`src/rtl/lfu_pkg.sv`:
```
package lfu_pkg;

    localparam int KEY_W   = 32;
    localparam int DATA_W  = 32;
    localparam int COUNT_W = 16;
    localparam int TOUCH_W = 64;
    localparam int CAP_W   = 5;

    localparam logic [COUNT_W-1:0] COUNT_MAX  = '1;
    localparam logic [DATA_W-1:0]  MISS_VALUE = '1;

    localparam logic MODE_GET = 1'b0;
    localparam logic MODE_PUT = 1'b1;

    localparam logic [CAP_W-1:0] CAP_RESET = 5'd16;

    // One stored entry as it sits in the entry memory.
    typedef struct packed {
        logic [KEY_W-1:0]   key;
        logic [DATA_W-1:0]  data;
        logic [COUNT_W-1:0] count;
        logic [TOUCH_W-1:0] touch;
    } t_entry;

    // What a completed pass over the entries has found.
    typedef struct packed {
        logic match;
        logic free;
        logic victim;
    } t_scan_flags;

endpackage

```
`src/rtl/lfu_cache_replacement.sv`:
```
// Channel  | Direction | Handshake            | Word
// ---------+-----------+----------------------+----------------------------------
// command  | in        | start & !busy        | i_mode, i_key, i_value
// result   | out       | o_done (one cycle)   | o_read_value, o_hit, o_evicted
// config   | in        | i_cfg_we             | i_cfg_wdata (capacity)
//
// A command is accepted in idle, then the scan state reads the entry memory once
// per entry over one read port, then the decision state writes back. The result
// strobe comes in the cycle after the write-back, which is also the first cycle
// a new command is taken. Reset is synchronous; it clears the valid bits,
// occupancy and the touch counter, so no clearing pass is needed. The receiver
// cannot stall.
module lfu_cache_replacement #(
    parameter int ENTRIES = 16
) (
    input  logic                          i_clk,
    input  logic                          i_rst_n,
    input  logic                          start,
    output logic                          busy,
    input  logic                          i_mode,
    input  logic signed [31:0]            i_key,
    input  logic signed [31:0]            i_value,
    input  logic                          i_cfg_we,
    input  logic [lfu_pkg::CAP_W-1:0]     i_cfg_wdata,
    output logic                          o_done,
    output logic signed [31:0]            o_read_value,
    output logic                          o_hit,
    output logic                          o_evicted
);

    localparam int AW = (ENTRIES > 1) ? $clog2(ENTRIES) : 1;
    localparam int OW = $clog2(ENTRIES + 1);
    localparam int CW = (OW > lfu_pkg::CAP_W) ? OW : lfu_pkg::CAP_W;
    localparam logic [AW-1:0] LAST_IDX = AW'(ENTRIES - 1);

    localparam logic [1:0] S_IDLE   = 2'd0;
    localparam logic [1:0] S_SCAN   = 2'd1;
    localparam logic [1:0] S_DECIDE = 2'd2;

    logic [1:0]                     r_state;
    logic [lfu_pkg::CAP_W-1:0]      r_cap;
    logic [ENTRIES-1:0]             r_valid;
    logic [OW-1:0]                  r_occ;
    logic [lfu_pkg::TOUCH_W-1:0]    r_time;
    logic                           r_mode;
    logic [lfu_pkg::KEY_W-1:0]      r_key;
    logic [lfu_pkg::DATA_W-1:0]     r_value;
    logic [AW-1:0]                  r_addr;
    logic                           r_issue;
    logic                           r_rd_vld;
    logic [AW-1:0]                  r_rd_idx;
    logic                           r_done;
    logic [lfu_pkg::DATA_W-1:0]     r_read_value;
    logic                           r_hit;
    logic                           r_evicted;

    logic                           accept;
    lfu_pkg::t_entry                rd_entry;
    lfu_pkg::t_scan_flags           flags;
    logic [AW-1:0]                  match_idx;
    lfu_pkg::t_entry                match_entry;
    logic [AW-1:0]                  free_idx;
    logic [AW-1:0]                  victim_idx;

    logic                           n_we;
    logic [AW-1:0]                  n_waddr;
    lfu_pkg::t_entry                n_wentry;
    logic                           n_set_valid;
    logic                           n_occ_inc;
    logic [lfu_pkg::DATA_W-1:0]     n_read_value;
    logic                           n_hit;
    logic                           n_evicted;
    logic                           fill;
    logic [lfu_pkg::COUNT_W-1:0]    bumped;

    assign accept = start && !busy;
    assign busy   = (r_state != S_IDLE);

    lfu_mem #(.ENTRIES(ENTRIES), .AW(AW)) u_mem (
        .i_clk   (i_clk),
        .i_we    (n_we),
        .i_waddr (n_waddr),
        .i_wdata (n_wentry),
        .i_raddr (r_addr),
        .o_rdata (rd_entry)
    );

    lfu_scan #(.AW(AW)) u_scan (
        .i_clk         (i_clk),
        .i_rst_n       (i_rst_n),
        .i_clear       (accept),
        .i_vld         (r_rd_vld),
        .i_idx         (r_rd_idx),
        .i_entry_valid (r_valid[r_rd_idx]),
        .i_entry       (rd_entry),
        .i_key         (r_key),
        .o_flags       (flags),
        .o_match_idx   (match_idx),
        .o_match_entry (match_entry),
        .o_free_idx    (free_idx),
        .o_victim_idx  (victim_idx)
    );

    // Occupancy never exceeds ENTRIES, so a free slot below capacity also
    // covers capacities written above the entry count.
    assign fill   = (CW'(r_occ) < CW'(r_cap)) && flags.free;
    assign bumped = (match_entry.count < lfu_pkg::COUNT_MAX) ?
                    match_entry.count + 1'b1 : match_entry.count;

    always_comb begin
        n_we         = 1'b0;
        n_waddr      = match_idx;
        n_wentry     = match_entry;
        n_set_valid  = 1'b0;
        n_occ_inc    = 1'b0;
        n_read_value = lfu_pkg::MISS_VALUE;
        n_hit        = 1'b0;
        n_evicted    = 1'b0;
        if (r_state == S_DECIDE) begin
            if (flags.match && (r_mode == lfu_pkg::MODE_GET || r_cap != '0)) begin
                n_we           = 1'b1;
                n_hit          = 1'b1;
                n_wentry.count = bumped;
                n_wentry.touch = r_time;
                if (r_mode == lfu_pkg::MODE_GET) begin
                    n_read_value = match_entry.data;
                end else begin
                    n_wentry.data = r_value;
                end
            end else if (r_mode == lfu_pkg::MODE_PUT && r_cap != '0) begin
                n_we           = 1'b1;
                n_set_valid    = 1'b1;
                n_occ_inc      = fill;
                n_evicted      = !fill;
                n_waddr        = fill ? free_idx : victim_idx;
                n_wentry.key   = r_key;
                n_wentry.data  = r_value;
                n_wentry.count = lfu_pkg::COUNT_W'(1);
                n_wentry.touch = r_time;
            end
        end
    end

    always_ff @(posedge i_clk) begin
        if (!i_rst_n) begin
            r_state  <= S_IDLE;
            r_cap    <= lfu_pkg::CAP_RESET;
            r_valid  <= '0;
            r_occ    <= '0;
            r_time   <= '0;
            r_issue  <= 1'b0;
            r_rd_vld <= 1'b0;
            r_done   <= 1'b0;
            r_addr   <= '0;
        end else begin
            r_done   <= 1'b0;
            r_rd_vld <= r_issue;
            r_rd_idx <= r_addr;
            if (i_cfg_we) begin
                r_cap <= i_cfg_wdata;
            end
            unique case (r_state)
                S_IDLE: begin
                    if (accept) begin
                        r_state <= S_SCAN;
                        r_addr  <= '0;
                        r_issue <= 1'b1;
                        r_mode  <= i_mode;
                        r_key   <= i_key;
                        r_value <= i_value;
                    end
                end
                S_SCAN: begin
                    if (r_issue) begin
                        if (r_addr == LAST_IDX) begin
                            r_issue <= 1'b0;
                        end else begin
                            r_addr <= r_addr + 1'b1;
                        end
                    end
                    if (r_rd_vld && r_rd_idx == LAST_IDX) begin
                        r_state <= S_DECIDE;
                    end
                end
                S_DECIDE: begin
                    r_state      <= S_IDLE;
                    r_done       <= 1'b1;
                    r_read_value <= n_read_value;
                    r_hit        <= n_hit;
                    r_evicted    <= n_evicted;
                    if (n_we) begin
                        r_time <= r_time + 1'b1;
                    end
                    if (n_set_valid) begin
                        r_valid[n_waddr] <= 1'b1;
                    end
                    if (n_occ_inc) begin
                        r_occ <= r_occ + 1'b1;
                    end
                end
                default: begin
                    r_state <= S_IDLE;
                end
            endcase
        end
    end

    assign o_done       = r_done;
    assign o_read_value = r_read_value;
    assign o_hit        = r_hit;
    assign o_evicted    = r_evicted;

    a_occ_matches_valid: assert property (@(posedge i_clk) disable iff (!i_rst_n)
        $countones(r_valid) == 32'(r_occ))
        else $error("occupancy does not match the number of valid entries");

    a_evict_only_on_put_miss: assert property (@(posedge i_clk) disable iff (!i_rst_n)
        (o_done && o_evicted) |-> (!o_hit && r_mode == lfu_pkg::MODE_PUT))
        else $error("eviction reported outside a missing put");

    a_miss_reads_minus_one: assert property (@(posedge i_clk) disable iff (!i_rst_n)
        (o_done && !o_hit) |-> (o_read_value == lfu_pkg::MISS_VALUE))
        else $error("miss returned a value other than minus one");

    a_done_after_decide: assert property (@(posedge i_clk) disable iff (!i_rst_n)
        (r_state == S_DECIDE) |=> (o_done && !busy))
        else $error("result strobe missing after the decision cycle");

endmodule

```
`src/rtl/lfu_mem.sv`:
```
module lfu_mem #(
    parameter int ENTRIES = 16,
    parameter int AW      = 4
) (
    input  logic            i_clk,
    input  logic            i_we,
    input  logic [AW-1:0]   i_waddr,
    input  lfu_pkg::t_entry i_wdata,
    input  logic [AW-1:0]   i_raddr,
    output lfu_pkg::t_entry o_rdata
);

    lfu_pkg::t_entry r_mem [ENTRIES];

    always_ff @(posedge i_clk) begin
        if (i_we) begin
            r_mem[i_waddr] <= i_wdata;
        end
    end

    always_ff @(posedge i_clk) begin
        o_rdata <= r_mem[i_raddr];
    end

endmodule

```
`src/rtl/lfu_scan.sv`:
```
module lfu_scan #(
    parameter int AW = 4
) (
    input  logic                    i_clk,
    input  logic                    i_rst_n,
    input  logic                    i_clear,
    input  logic                    i_vld,
    input  logic [AW-1:0]           i_idx,
    input  logic                    i_entry_valid,
    input  lfu_pkg::t_entry         i_entry,
    input  logic [lfu_pkg::KEY_W-1:0] i_key,
    output lfu_pkg::t_scan_flags    o_flags,
    output logic [AW-1:0]           o_match_idx,
    output lfu_pkg::t_entry         o_match_entry,
    output logic [AW-1:0]           o_free_idx,
    output logic [AW-1:0]           o_victim_idx
);

    lfu_pkg::t_scan_flags                r_flags;
    logic [AW-1:0]                       r_match_idx;
    lfu_pkg::t_entry                     r_match_entry;
    logic [AW-1:0]                       r_free_idx;
    logic [AW-1:0]                       r_victim_idx;
    logic [lfu_pkg::COUNT_W-1:0]         r_victim_count;
    logic [lfu_pkg::TOUCH_W-1:0]         r_victim_touch;
    logic                                older;

    // Lower count wins; on equal counts the older touch wins. Strict compare
    // keeps the lowest index among exact ties.
    assign older = (i_entry.count < r_victim_count) ||
                   ((i_entry.count == r_victim_count) && (i_entry.touch < r_victim_touch));

    always_ff @(posedge i_clk) begin
        if (!i_rst_n || i_clear) begin
            r_flags <= '0;
        end else if (i_vld) begin
            if (i_entry_valid && (i_entry.key == i_key) && !r_flags.match) begin
                r_flags.match <= 1'b1;
                r_match_idx   <= i_idx;
                r_match_entry <= i_entry;
            end
            if (!i_entry_valid && !r_flags.free) begin
                r_flags.free <= 1'b1;
                r_free_idx   <= i_idx;
            end
            if (i_entry_valid && (!r_flags.victim || older)) begin
                r_flags.victim <= 1'b1;
                r_victim_idx   <= i_idx;
                r_victim_count <= i_entry.count;
                r_victim_touch <= i_entry.touch;
            end
        end
    end

    assign o_flags       = r_flags;
    assign o_match_idx   = r_match_idx;
    assign o_match_entry = r_match_entry;
    assign o_free_idx    = r_free_idx;
    assign o_victim_idx  = r_victim_idx;

endmodule

```
`config.mk`:
```
export PLATFORM = sky130hd
export DESIGN_NAME = lfu_cache_replacement
export DESIGN_NICKNAME = d
export VERILOG_FILES = /design/src/rtl/lfu_pkg.sv /design/src/rtl/lfu_cache_replacement.sv /design/src/rtl/lfu_mem.sv /design/src/rtl/lfu_scan.sv
export SDC_FILE = /design/constraint.sdc
export NUM_CORES = 2
export LEC_CHECK = 0
export ABC_AREA = 1
export BUFFER_PORTS_ARGS = -buffer_cell sky130_fd_sc_hd__buf_2
export CAP_MARGIN = 40
export CORE_UTILIZATION = 45
export DETAILED_ROUTE_END_ITERATION = 7
export HOLD_SLACK_MARGIN = 0.08
export PLACE_DENSITY_LB_ADDON = 0.25
export SYNTH_ARGS = -nofsm -noshare
export SYNTH_HDL_FRONTEND = slang
export SYNTH_SLANG_ARGS = --single-unit
```
`constraint.sdc`:
```
create_clock -name i_clk -period 23.3 [get_ports i_clk]
set_input_delay 1.165 -clock i_clk [delete_from_list [all_inputs] [get_ports i_clk]]
set_output_delay 1.165 -clock i_clk [all_outputs]
set_load 0.01 [all_outputs]
```
==> flow_metrics.tcl <==
set metrics [dict create \
    status "finished clean" \
    avgSynthCellArea_um2 13.1 \
    seq_area_frac_synth 0.748 \
    path_clk_slew_ns 0.06 \
    synth-compound-area-share 0.121 \
    drc 0 \
    vias 71621 \
    die_x_um 502 \
    placed_area_mm2 0.118 \
    syn_inst 8629 \
    grt_pass1_vias 68977 \
    async_flop_share 0 \
    final_cell_area_mm2 0.128 \
    cts_resized 0 \
    yosys_warnings 0 \
    first_pass_iters 6 \
    cts_setup_buffers 0 \
    fp.dieH_um 502 \
    layout_min_cycle_time_ns 4.80 \
    grt_usage 0.234 \
    fmax_mhz 208 \
    global_route.overflow_total 0 \
    synth.top_cell.area_share 0.705 \
    io_pins 110 \
    post-dp-hpwl_um 160000 \
    antenna_left 0 \
    relSlewSlack 0.233 \
    synth_simple_gate_area_frac 0.0860 \
    drv_slew 0 \
    clk_path_buf_depth 4 \
    cp.required_ns 23.85 \
    cts-root-buf "clkbuf_16" \
    nNetsFinal 8909 \
    multi_input_area_mm2 0.0248 \
    layout-drive-gt1-share 0.0989 \
    hold_viol 0 \
    cts_tree "built" \
    synthesis.area_mm2 0.113 \
    fin_crit_sh 0.206 \
    port_buffers 109 \
    antenna_found_initial 6 \
    synth-edff-count 2643 \
    cts_hold_buf 0 \
    power_density_mw_per_mm2 83.8 \
    h-tree-depth 5 \
    avgRoutedWirePerCell_um 24.3 \
    max-cap-violations 0 \
    synth_top_cell_by_area "edfxtp_1" \
    synth_fp_nets 8790 \
    wl_um 299000 \
    start_util 0.453 \
    path_max_fanout 42 \
    core_mm2 0.249 \
    synth.area.top_cells "edfxtp_1 (70%), o21ai_0 (6.2%), nor2_1 (4.8%)" \
    end_kind "flop" \
    rsz0062_at_grt "false" \
    ys_ff_latch 2889 \
    setup_tns_ns 0 \
    fp-row-count 183 \
    finalSetupViolCount 0 \
    cp.arrival_ns 5.35 \
    cts_made_buffers 305 \
    hp-class "in -> reg" \
    via_per_inst 5.82 \
    synth_top_family_by_area "compound AO/OA/AOI/OAI gates" \
    syn2layout_area_growth_pct 13.4 \
    muxShareOfSynthArea 0.000533 \
    power.total_w 0.0107 \
    p_leak_nw 42.7 \
    drtIter0Drc 7900 \
    power.ir.vdd_worst_v 0.0000873 \
    clock_sinks 2889 \
    synth_xor_area_frac 0.00226 \
    grt_pass1_wl_um 444000 \
    n_fill_cell 20815 \
    gp_congestion 0.891 \
    cp-start-kind "flop" \
    ys.flop_type "edfxtp_1" \
    seqCellArea_mm2 0.0843 \
    synth_cell_type_count 58 \
    clk_latency_ns 0.95 \
    yosysMostFrequentCell "edfxtp_1" \
    worstMarginPinSlew_ns 1.15 \
    grt_max_degree 239 \
    synth_adder_area_share 0.00966 \
    die-area_mm2 0.252 \
    synth_common_cells "edfxtp_1 (2,643), nor2_1 (1,440), o21ai_0 (1,403), nand2_1 (568), clkbuf_1 (394)" \
    fin_skew_ns 0.0696 \
    final_util 0.513 \
    path_class "reg -> reg" \
]
worst paths after layout:
check	slack [ns]	cells past startpoint	end	from
max	18.50	13	u_mem.r_mem[13][61]	r_state[1]
max reg2reg	18.50	13	u_mem.r_mem[13][61]	r_state[1]
min	0.39	1	r_value[21]	i_value[21]
min reg2reg	0.40	0	u_scan.o_match_entry[91]	u_mem.o_rdata[91]
cell families after synthesis:
kind of cell / count (synthesis)
AND/OR/NAND/NOR: 2336
multiplexers: 6
buffers and inverters: 919
AO/OA/AOI/OAI: 2363
XOR/XNOR: 29
flip-flops: 2889
adder cells (fa/ha/maj): 87
state kept, by name, summed over array words and instances (netlist names), 32 cells and up:
signal and flops:
u_mem.r_mem 2304, u_mem.o_rdata 144, u_scan.o_match_entry 144, r_time 64, u_scan.r_victim_touch 64, o_read_value 32, r_key 32, r_value 32
layout by cell type, fill, tap and decap left out, types with 87 or more instances in the layout:
cell type	instances
nor2_1	1422
buf_2	109
buf_4	181
edfxtp_1	2643
o21ai_0	1376
o211ai_1	90
dfxtp_1	242
o22ai_1	377
nand2_1	567
inv_1	361
a21oi_1	140
o221ai_1	249
clkbuf_1	94
nand3_1	127
ha_1	87
clkbuf_16	311
per-stage QoR:
stage               hold slack [ns]  worst slack (ns)  instances
floorplan                     0.386              6.43       8629
global placement              0.386             17.93      11701
detailed placement            0.389             18.47      11770
CTS                           0.318             18.49      12310
global route                  0.344             18.23      12314
finish                        0.391             18.50      12315
worst max-delay path: stages (launching register included):
cell     delay (ns)
dfxtp_1        0.33
inv_1          0.06
nor2_2         0.50
nand2_2        0.13
inv_2          0.56
nand3_1        0.24
nand2_4        0.17
inv_2          0.09
nor2_8         0.16
nand2_1        0.11
nor2_4         0.62
buf_4          0.36
buf_16         0.32
buf_4          0.65
where the power goes:
group | internal, W | total, W | leakage [nW] | switching, W
registers | 0.00562 | 0.00566 | 25.8 | 0.0000409
clock network | 0.00275 | 0.00468 | 4.67 | 0.00193
logic | 0.000120 | 0.000368 | 12.3 | 0.000248
per-layer routing:
| layer | vias to the layer above | wire, um | track usage |
|---|---|---|---|
| met5 | - | 13 | 0 |
| met4 | 2 | 8220 | 0.0702 |
| met3 | 472 | 23700 | 0.0399 |
| met2 | 2968 | 140000 | 0.372 |
| met1 | 36076 | 128000 | 0.329 |
| li1 | 32103 | - | - |
layout make-up:
| type | instances | share of cell area |
|---|---|---|
| clock inverters | 102 | 0.00751 |
| well taps | 3330 | 0.0326 |
| clock buffers | 438 | 0.0673 |
| diodes | 4 | 0.0000784 |
| repair buffers | 347 | 0.0261 |
| flip-flops and latches | 2889 | 0.660 |
| multi-input cells | 4821 | 0.194 |
| inverters | 384 | 0.0117 |
Power figures use the tool's default switching activity.
